`src/hdl/ttip_pkg.sv`:
```
// Package for the text to integer parser: parse phases, character codes,
// status and register codes, and the digit decoder.
// No dependencies.
package ttip_pkg;

    localparam int MAX_CHARS = 4096;
    localparam int POS_W = $clog2(MAX_CHARS + 1);
    localparam int VAL_W = 64;
    localparam int BASE_W = 6;

    typedef enum logic [2:0] {
        PH_SPACE  = 3'd0,
        PH_SIGNED = 3'd1,
        PH_ZERO   = 3'd2,
        PH_ZEROX  = 3'd3,
        PH_DIGITS = 3'd4,
        PH_DONE   = 3'd5
    } t_phase;

    typedef enum logic [1:0] {
        ST_OK    = 2'd0,
        ST_NODIG = 2'd1,
        ST_RANGE = 2'd2
    } t_status;

    typedef enum logic {
        CFG_RADIX  = 1'b0,
        CFG_SIGNED = 1'b1
    } t_cfg_index;

    typedef struct packed {
        logic              ok;
        logic [BASE_W-1:0] value;
    } t_digit;

    localparam logic [7:0] CH_SPACE = 8'h20;
    localparam logic [7:0] CH_TAB   = 8'h09;
    localparam logic [7:0] CH_CR    = 8'h0D;
    localparam logic [7:0] CH_PLUS  = 8'h2B;
    localparam logic [7:0] CH_MINUS = 8'h2D;
    localparam logic [7:0] CH_ZERO  = 8'h30;
    localparam logic [7:0] CH_NINE  = 8'h39;
    localparam logic [7:0] CH_UA    = 8'h41;
    localparam logic [7:0] CH_UZ    = 8'h5A;
    localparam logic [7:0] CH_UX    = 8'h58;
    localparam logic [7:0] CASE_BIT = 8'h20;

    localparam logic [BASE_W-1:0] BASE_AUTO = 6'd0;
    localparam logic [BASE_W-1:0] BASE_OCT  = 6'd8;
    localparam logic [BASE_W-1:0] BASE_DEC  = 6'd10;
    localparam logic [BASE_W-1:0] BASE_HEX  = 6'd16;

    function automatic t_digit digit_of(input logic [7:0] c, input logic [BASE_W-1:0] b);
        t_digit     d;
        logic [7:0] u;
        u = c & ~CASE_BIT;
        d.ok = 1'b0;
        d.value = '0;
        if (c >= CH_ZERO && c <= CH_NINE) begin
            d.value = BASE_W'(c - CH_ZERO);
            d.ok = 1'b1;
        end else if (u >= CH_UA && u <= CH_UZ) begin
            d.value = BASE_W'(u - CH_UA) + BASE_W'(10);
            d.ok = 1'b1;
        end
        if (d.value >= b) begin
            d.ok = 1'b0;
        end
        return d;
    endfunction

endpackage

```
`src/hdl/text_to_integer_parser.sv`:
```
// Top level of the text to integer parser: input register, parse state
// update with a 64 by 6 multiply-add, and result register.
// Depends on ttip_pkg.

// The parser takes one character word per cycle, unless stalled, and gives
// one result word for each string, on the word marked last, once that word
// has passed the input and result registers. Each accumulator step is a 64-bit by
// 6-bit multiply-add with overflow detection. A new string may follow
// its last word directly. The input stalls only when a last word waits
// while an undelivered result is held. Consumed counts saturate at 4096.
module text_to_integer_parser
    import ttip_pkg::*;
(
    input  logic              i_clk,
    input  logic              i_rst_n,
    input  logic              i_cfg_we,
    input  logic              i_cfg_index,
    input  logic [BASE_W-1:0] i_cfg_data,
    input  logic              i_in_valid,
    output logic              o_in_stall,
    input  logic [7:0]        i_char_in,
    input  logic              i_last,
    output logic              o_out_valid,
    input  logic              i_out_stall,
    output logic [VAL_W-1:0]  o_value,
    output logic [1:0]        o_status,
    output logic [POS_W-1:0]  o_consumed
);

    localparam logic [VAL_W-1:0] SMAX = {1'b0, {(VAL_W-1){1'b1}}};
    localparam logic [VAL_W-1:0] SMIN = {1'b1, {(VAL_W-1){1'b0}}};
    localparam logic [POS_W-1:0] POS_MAX = POS_W'(MAX_CHARS);

    logic [BASE_W-1:0] r_radix;
    logic              r_signed;

    logic              r_in_valid;
    logic [7:0]        r_char;
    logic              r_last;

    t_phase            r_phase, n_phase;
    logic [VAL_W-1:0]  r_acc, n_acc;
    logic              r_neg, n_neg;
    logic              r_ovf, n_ovf;
    logic [BASE_W-1:0] r_base, n_base;
    logic [POS_W-1:0]  r_pos, n_pos;
    logic [POS_W-1:0]  r_end, n_end;
    logic              r_seen, n_seen;

    logic              r_out_valid;
    logic [VAL_W-1:0]  r_value, n_value;
    logic [1:0]        r_status, n_status;
    logic [POS_W-1:0]  r_consumed, n_consumed;

    logic              hold;
    logic              adv;
    logic              accept;
    logic              is_ws;
    logic              zero_start;
    logic [BASE_W-1:0] start_base;
    logic [BASE_W-1:0] take_base;
    logic              do_take;
    t_digit            dig;
    t_digit            hex_dig;
    logic [VAL_W+BASE_W:0] mac;
    logic [POS_W-1:0]  pos_inc;

    assign hold       = r_in_valid && r_last && r_out_valid && i_out_stall;
    assign adv        = r_in_valid && !hold;
    assign o_in_stall = hold;
    assign accept     = i_in_valid && !o_in_stall;

    assign is_ws      = (r_char == CH_SPACE) || (r_char >= CH_TAB && r_char <= CH_CR);
    assign zero_start = (r_char == CH_ZERO) && (r_radix == BASE_AUTO || r_radix == BASE_HEX);
    assign start_base = (r_radix == BASE_AUTO) ? BASE_DEC : r_radix;
    assign pos_inc    = (r_pos < POS_MAX) ? r_pos + POS_W'(1) : POS_MAX;
    assign hex_dig    = digit_of(r_char, BASE_HEX);

    always_comb begin
        case (r_phase)
            PH_SPACE, PH_SIGNED: take_base = start_base;
            PH_ZEROX:            take_base = BASE_HEX;
            default:             take_base = r_base;
        endcase
    end

    assign dig = digit_of(r_char, take_base);
    assign mac = (VAL_W+BASE_W+1)'(r_acc) * (VAL_W+BASE_W+1)'(take_base)
               + (VAL_W+BASE_W+1)'(dig.value);

    always_comb begin
        n_phase = r_phase;
        n_acc   = r_acc;
        n_neg   = r_neg;
        n_ovf   = r_ovf;
        n_base  = r_base;
        n_end   = r_end;
        n_seen  = r_seen;
        n_pos   = pos_inc;
        do_take = 1'b0;
        case (r_phase)
            PH_SPACE, PH_SIGNED: begin
                if (r_phase == PH_SPACE && is_ws) begin
                    n_phase = r_phase;
                end else if (r_phase == PH_SPACE &&
                             (r_char == CH_PLUS || r_char == CH_MINUS)) begin
                    n_neg   = (r_char == CH_MINUS);
                    n_phase = PH_SIGNED;
                end else if (zero_start) begin
                    n_base  = (r_radix == BASE_AUTO) ? BASE_OCT : BASE_HEX;
                    n_acc   = '0;
                    n_seen  = 1'b1;
                    n_end   = pos_inc;
                    n_phase = PH_ZERO;
                end else begin
                    n_base  = start_base;
                    do_take = 1'b1;
                end
            end
            PH_ZERO: begin
                if ((r_char & ~CASE_BIT) == CH_UX) begin
                    n_phase = PH_ZEROX;
                end else begin
                    do_take = 1'b1;
                end
            end
            PH_ZEROX: begin
                if (hex_dig.ok) begin
                    n_base  = BASE_HEX;
                    do_take = 1'b1;
                end else begin
                    n_phase = PH_DONE;
                end
            end
            PH_DIGITS: begin
                do_take = 1'b1;
            end
            default: begin
                n_phase = r_phase;
            end
        endcase
        if (do_take) begin
            if (!dig.ok) begin
                n_phase = PH_DONE;
            end else begin
                if (!r_ovf) begin
                    if (mac[VAL_W+BASE_W:VAL_W] != '0) begin
                        n_ovf = 1'b1;
                    end else begin
                        n_acc = mac[VAL_W-1:0];
                    end
                end
                n_seen  = 1'b1;
                n_end   = pos_inc;
                n_phase = PH_DIGITS;
            end
        end
    end

    always_comb begin
        n_value    = '0;
        n_status   = ST_OK;
        n_consumed = '0;
        if (!n_seen) begin
            n_status = ST_NODIG;
        end else begin
            n_consumed = n_end;
            if (r_signed) begin
                if (!n_ovf && !n_neg && !n_acc[VAL_W-1]) begin
                    n_value = n_acc;
                end else if (!n_ovf && n_neg && (!n_acc[VAL_W-1] || n_acc == SMIN)) begin
                    n_value = '0 - n_acc;
                end else begin
                    n_value  = n_neg ? SMIN : SMAX;
                    n_status = ST_RANGE;
                end
            end else if (n_ovf) begin
                n_value  = '1;
                n_status = ST_RANGE;
            end else begin
                n_value = n_neg ? '0 - n_acc : n_acc;
            end
        end
    end

    always_ff @(posedge i_clk) begin
        if (!i_rst_n) begin
            r_radix  <= BASE_DEC;
            r_signed <= 1'b1;
        end else if (i_cfg_we) begin
            case (t_cfg_index'(i_cfg_index))
                CFG_RADIX:  r_radix  <= i_cfg_data;
                CFG_SIGNED: r_signed <= i_cfg_data[0];
                default:    r_radix  <= r_radix;
            endcase
        end
    end

    always_ff @(posedge i_clk) begin
        if (!i_rst_n) begin
            r_in_valid <= 1'b0;
        end else if (accept) begin
            r_in_valid <= 1'b1;
        end else if (adv) begin
            r_in_valid <= 1'b0;
        end
    end

    always_ff @(posedge i_clk) begin
        if (accept) begin
            r_char <= i_char_in;
            r_last <= i_last;
        end
    end

    always_ff @(posedge i_clk) begin
        if (!i_rst_n || (adv && r_last)) begin
            r_phase <= PH_SPACE;
            r_acc   <= '0;
            r_neg   <= 1'b0;
            r_ovf   <= 1'b0;
            r_base  <= '0;
            r_pos   <= '0;
            r_end   <= '0;
            r_seen  <= 1'b0;
        end else if (adv) begin
            r_phase <= n_phase;
            r_acc   <= n_acc;
            r_neg   <= n_neg;
            r_ovf   <= n_ovf;
            r_base  <= n_base;
            r_pos   <= n_pos;
            r_end   <= n_end;
            r_seen  <= n_seen;
        end
    end

    always_ff @(posedge i_clk) begin
        if (!i_rst_n) begin
            r_out_valid <= 1'b0;
        end else if (adv && r_last) begin
            r_out_valid <= 1'b1;
        end else if (!i_out_stall) begin
            r_out_valid <= 1'b0;
        end
    end

    always_ff @(posedge i_clk) begin
        if (adv && r_last) begin
            r_value    <= n_value;
            r_status   <= n_status;
            r_consumed <= n_consumed;
        end
    end

    assign o_out_valid = r_out_valid;
    assign o_value     = r_value;
    assign o_status    = r_status;
    assign o_consumed  = r_consumed;

endmodule

```
`config.mk`:
```
export PLATFORM = sky130hd
export DESIGN_NAME = text_to_integer_parser
export DESIGN_NICKNAME = d
export VERILOG_FILES = /design/src/hdl/ttip_pkg.sv /design/src/hdl/text_to_integer_parser.sv
export SDC_FILE = /design/constraint.sdc
export NUM_CORES = 1
export LEC_CHECK = 0
export ABC_AREA = 1
export BUFFER_PORTS_ARGS = -buffer_cell sky130_fd_sc_hd__buf_4
export CAP_MARGIN = 15
export CORE_ASPECT_RATIO = 1.1
export CORE_UTILIZATION = 25
export CTS_CLUSTER_SIZE = 12
export DETAILED_ROUTE_END_ITERATION = 10
export GPL_ROUTABILITY_DRIVEN = 0
export HOLD_SLACK_MARGIN = 0.08
export PLACE_DENSITY_LB_ADDON = 0.1
export SYNTH_ARGS = -nofsm -noshare
export SYNTH_HDL_FRONTEND = slang
export SYNTH_SLANG_ARGS = --single-unit
```
`constraint.sdc`:
```
create_clock -name i_clk -period 7.1 [get_ports i_clk]
set_input_delay 0.355 -clock i_clk [delete_from_list [all_inputs] [get_ports i_clk]]
set_output_delay 0.355 -clock i_clk [all_outputs]
set_load 0.05 [all_outputs]
```
# [After elaboration in Yosys (flattened, before gate mapping)]
# Cells that the tools add are included.
[word_totals] input_bits=21 reg_bits=199 output_inout_bits=81 wordCells=158
[classes] n_reduce_logical=37 mux=68 magnitude_cmp=9 addsub=6 eq_ne=19 bitwise_logic=1 mul=1
[ops] op="64-bit 2-to-1 mux" n=14
[ops] op="13-bit 2-to-1 mux" n=7
[ops] op="70-bit by 6-bit adder with 71-bit output" n=1
[ops] op="64-bit by 6-bit multiplier with 70-bit output" n=1
[ops] op="64-bit equality test, second input constant" n=1
[ops] op="1-bit by 64-bit subtractor with 64-bit output, first input constant" n=1
[ops] op="8-bit by 6-bit equality test with 1-bit output, second input constant" n=4
[ops] op="6-bit 2-to-1 mux" n=5
[ops] op="1-bit 2-to-1 mux" n=25
[ops] op="6-bit case mux with 2 select lines" n=2
[ops] op="3-bit 2-to-1 mux" n=6
[ops] op="1-bit logical AND" n=16
[ops] op="7-bit 2-to-1 mux" n=2
[ops] op="13-bit by 1-bit adder with 13-bit output, second input constant" n=1
[ops] op="13-bit less-than comparator, second input constant" n=1
[ops] op="3-bit != test, second input constant" n=3
[ops] op="3-bit case mux with 3 select lines" n=1
[ops] op="8-bit by 4-bit >= comparator with 1-bit output, second input constant" n=1
[ops] op="8-bit by 6-bit >= comparator with 1-bit output, second input constant" n=1
[ops] op="8-bit by 7-bit >= comparator with 1-bit output, second input constant" n=1
[ops] op="8-bit by 4-bit <= comparator with 1-bit output, second input constant" n=1
[ops] op="8-bit by 6-bit <= comparator with 1-bit output, second input constant" n=1
[ops] op="8-bit by 7-bit <= comparator with 1-bit output, second input constant" n=1
[ops] op="2-bit 2-to-1 mux" n=4
[ops] op="27 further kinds" n=40

# [Logic depth before layout (Yosys ltp)]
[depth] depth_word=17 depth_mapped=52 depth_no_buf=51

# [Worst setup path before layout]
# OpenSTA, ideal clock, no wires.
[synth_timing] kind="reg-to-reg" startpoint="reg r_phase[1]" endpoint="reg r_value[63] (netlist: o_value[63]) (data pin)" synth_period_minus_slack_ns=7.262 setup_time_ns=0.253 required_ns=6.847 arrival_time_ns=7.009 path_buffers=3 path_stages_with_launch=47 slack_ns=-0.162 path_cell_list="dfxtp_1 nand2_1 nor2_1 nor2_1 inv_1 o21ai_0 inv_2 clkbuf_1 nor2_1 fa_1 inv_1 fa_1 inv_1 fa_1 inv_1 fa_1 inv_1 ha_1 (+11 left out) nand3_2 nor2_8 nand3_4 buf_6 buf_6 o21ai_2 ha_1 nand2_1 nor2_4 nand2_2 nor2_4 nand2_4 o21ai_4 nand2_4 nand2_8 nand2_1 nor2_1 nor2_1"
[synth_via] elab_chain_len=16 elab_cells_between_ends=52 cone_classes="add/sub: 2; mul: 1; order compare: 1; eq/ne: 5; mux: 30; reduce/logical: 13"
[synth_lines] element="start: declaration" line_no="text_to_integer_parser.sv:41" text="t_phase r_phase, n_phase;"
[synth_lines] element="start signal: assignment" line_no="text_to_integer_parser.sv:227" text="r_phase <= n_phase;"
[synth_lines] element="parallel branches: the longest is 16 deep, another holds 70-bit by 6-bit adder with 71-bit output"
[synth_lines] element="end signal: assignment" line_no="text_to_integer_parser.sv:250" text="r_value <= n_value;"
[synth_lines] element="end: declaration" line_no="text_to_integer_parser.sv:51" text="logic [VAL_W-1:0] r_value, n_value;"
# Several ways; the timed one is not identified.
# A chain may end at the register's enable or synchronous reset.

# [Worst setup path in the final report]
[layout_timing] startpoint="reg r_phase[2]" endpoint="reg r_value[50] (netlist: o_value[50]) (data pin)"
# Same word-level chain as after synthesis.

==> out/metrics.yaml <==
hold_class: "in -> reg"
finalSetupViolCount: 65
drt-met1-wl_um: 57300
clock-sinks: 199
yosysTopAreaCell: "fa_1"
cap_violations: 0
tritoncts: "yes"
r2r_setup_slack_ns: -0.56
die-height_um: 353
drt-total-wl_um: 117000
switchingPower_mw: 3.30
port_buffers: 101
max_freq_ghz: 0.131
fin_total_pwr_mw: 7.15
pwr-share-comb_pct: 67.1
dp_hpwl_um: 96700
dpl.cell_count: 6379
path_delay_family: "simple AND/OR/NAND/NOR gates"
synth_nets: 4606
fp.dieArea_sq_mm: 0.113
crit_top_cell: "nand2_2"
power.internal_mw: 3.84
syn_avg_cell_area_sq_um: 6.71
grt_pass1_vias: 29435
pwr-share-clk_pct: 14.6
nFillCells: 12063
core_region_area_sq_mm: 0.111
cpPeakStageDelay_ns: 0.49
utilization_pct: 36.1
grt_max_degree: 84
ys_seq_area_share_pct: 17.4
antenna_cells: 0
clk_path_buf_depth: 2
met2_length_um: 53600
power.leakage_nw: 19.5
whs_ns: 0.131
ys_types: 58
maxUsedRoutingLayer: "met4"
seq_power_share_pct: 18.3
worstPathArrival_ns: 8.01
rows: 128
grt_pass1_wl_um: 181000
nNetsFinal: 5423
cts_root_buffer: "clkbuf_16"
yosys_warnings: 0
drtPass1Iterations: 6
period_share_pct: 108
ios: 102
slew_viol_final: 0
finalHoldViolations: 0
synth_edf_count: 88
clk_pin_slew_ns: 0.08
final_cells: 6493
critPathCaptureType: "register"
grt-ovfl-total: 0
initial_utilization_pct: 25.2
swShare_pct: 46.2
irDropWorstVdd_mv: 0.137
violations: "setup timing"
syn2layout_area_growth_pct: 43.0
final_layout_size_suffix_gt1_share_pct: 32.2
slew_headroom_pct: 38.8
routedWlPerCell_um: 18.0
critical_path_class: "reg -> reg"
cts_buffers: 17
synthFlopType: "dfxtp_1"
drcViolationCount: 0
place_area_sq_mm: 0.0361
synthesis.area_sq_mm: 0.0280
htree_levels: 4
worst_clock_skew_ns: 0.0220
synth-seq-cells: 199
viasPerCell: 4.48
vias: 29110
synth_top_area_share_pct: 18.0
final_antenna_net_count: 0
cp_num_buf_inv: 12
syn_inst: 4168
clock_latency_ns: 0.52
path_max_fanout: 13
synthTopCellsByArea: "fa_1 18%, nand2_1 12%, nor2_1 9.6%"
grt_setup_unrepaired: "true"
grt.total_usage_pct: 20.9
p_per_area_mw_per_mm2: 179
crit_slowest_cell: "fa_1"
min_period_ns: 7.66
final_area_sq_mm: 0.0400
critical_path_required_ns: 7.46
fin_ws_ns: -0.559
outcome: "finished, violations left"
worst_pin_slew_ns: 0.916
antenna_found_initial: 0
route.met3.wl_um: 3550
async_flop_share_pct: 0
die_w_um: 321
start_kind: "register"
drt-initial-drc-count: 1684
[sequential cells by signal, indices dropped and copies added, names as in the netlist]
signal	flops
r_radix	6
o_status	2
r_neg	1
o_consumed	13
r_signed	1
r_base	6
r_end	13
r_in_valid	1
r_last	1
r_seen	1
r_phase	3
o_value	64
r_ovf	1
r_acc	64
o_out_valid	1
r_pos	13
r_char	8
[per-layer routing]
| metal | global-route usage, % | vias to the layer above |
|---|---|---|
| met5 | 0 | - |
| met2 | 33.6 | 506 |
| met4 | 5.11 | 0 |
| li1 | - | 14728 |
| met3 | 1.64 | 66 |
| met1 | 30.0 | 13810 |
[logic make-up (layout without fill, tap and decap cells)]
group	after synthesis	after routing	synth area share [%]
AND/OR/NAND/NOR	2060	2061	31.7
XOR/XNOR	73	73	2.29
buffers and inverters	800	1629	11.3
AO/OA/AOI/OAI	619	619	11.9
adder cells (fa/ha/maj)	417	417	25.4
flip-flops	199	199	17.4
[power groups by stage]
stage / sequential [mW] / clock [mW] / combinational [mW]
after CTS: 1.31 / 1.09 / 4.55
after floorplan: 1.38 / 0 / 2.10
after global routing: 1.31 / 1.12 / 5.22
after global placement: 1.33 / 0 / 4.19
after detailed placement: 1.33 / 0 / 4.18
final: 1.31 / 1.05 / 4.79
[layout make-up]
cell class / instances / area, sq um / area share (%)
Clock buffer: 18 / 439 / 1.10
Clock inverter: 14 / 178 / 0.444
Inverter: 660 / 2500 / 6.24
Multi-Input combinational cell: 3170 / 22400 / 56.0
Sequential cell: 199 / 4870 / 12.2
Tap cell: 1495 / 1870 / 4.68
Timing Repair Buffer: 937 / 7740 / 19.4
[layout by cell type (no fill, tap or decap), types with 16 or more instances in the layout]
cell	synthesis	layout
o21ai_1	17	24
nand3_2	26	33
ha_1	165	66
clkbuf_16	0	19
inv_1	587	574
nand2_1	912	825
nor3_1	25	17
inv_2	67	76
fa_1	252	246
xor2_1	36	34
nand2_2	72	149
dfxtp_1	111	108
a21oi_2	1	40
nand2_4	6	16
buf_4	6	862
nand4_1	50	50
o211ai_1	17	17
xnor2_1	37	36
nor2_1	716	578
nor2_4	10	38
ha_4	0	96
nor2_2	27	137
buf_12	2	37
a21oi_1	306	265
o21ai_0	209	197
edfxtp_1	88	88
nand3_1	188	179
[worst min-delay path: stages]
cell     delay [ns]
buf_4          0.13
o21ai_0        0.07
a21oi_1        0.04
[synthesized netlist by cell type, drive strengths merged, types with 4 or more instances]
| library cell | number |
|---|---|
| a21oi | 307 |
| clkbuf | 105 |
| clkinv | 6 |
| xor2 | 36 |
| o21a | 7 |
| o21bai | 15 |
| buf | 35 |
| nor3 | 30 |
| o22ai | 12 |
| nor2 | 757 |
| a211oi | 6 |
| nand4 | 50 |
| dfxtp | 111 |
| or2 | 4 |
| inv | 654 |
| and2 | 4 |
| nand3 | 217 |
| edfxtp | 88 |
| nand2 | 991 |
| fa | 252 |
| xnor2 | 37 |
| a31oi | 8 |
| ha | 165 |
| o211ai | 17 |
| o21ai | 231 |
| a21o | 5 |
[through the flow]
stage / setup TNS (ns) / setup slack, ns
2_1_floorplan: 0 / 0.00488
3_3_place_gp: -60.91 / -1.09
3_5_place_dp: -63.50 / -1.16
4_1_cts: -29.65 / -0.547
5_1_grt: -51.47 / -0.859
6_report: -29.28 / -0.559
[final timing paths]
| path | startpoint | to | depth (start not counted) |
|---|---|---|---|
| hold reg to reg | r_base[0]$_SDFFE_PP0P_ | r_base[0]$_SDFFE_PP0P_ | 2 |
| setup / recovery | r_phase[2]$_SDFFE_PP0P_ | o_value[50]$_SDFFCE_PN0P_ | 43 |
| hold / removal | i_rst_n | r_radix[2]$_SDFFE_PN0P_ | 3 |
| setup reg to reg | r_phase[2]$_SDFFE_PP0P_ | o_value[50]$_SDFFCE_PN0P_ | 43 |
[timing repair]
| action | 4_1_cts | 5_1_grt |
|---|---|---|
| setup buffers | 29 | 32 |
| hold buffers | 14 | 0 |
| pin swaps | 85 | 140 |
| endpoints found under the setup margin | 67 | 75 |
| gates resized for setup | 267 | 246 |
| cloned | 5 | 2 |
| hold endpoints to repair | 12 | 0 |
Note: power is estimated with default switching activity, not from simulation.
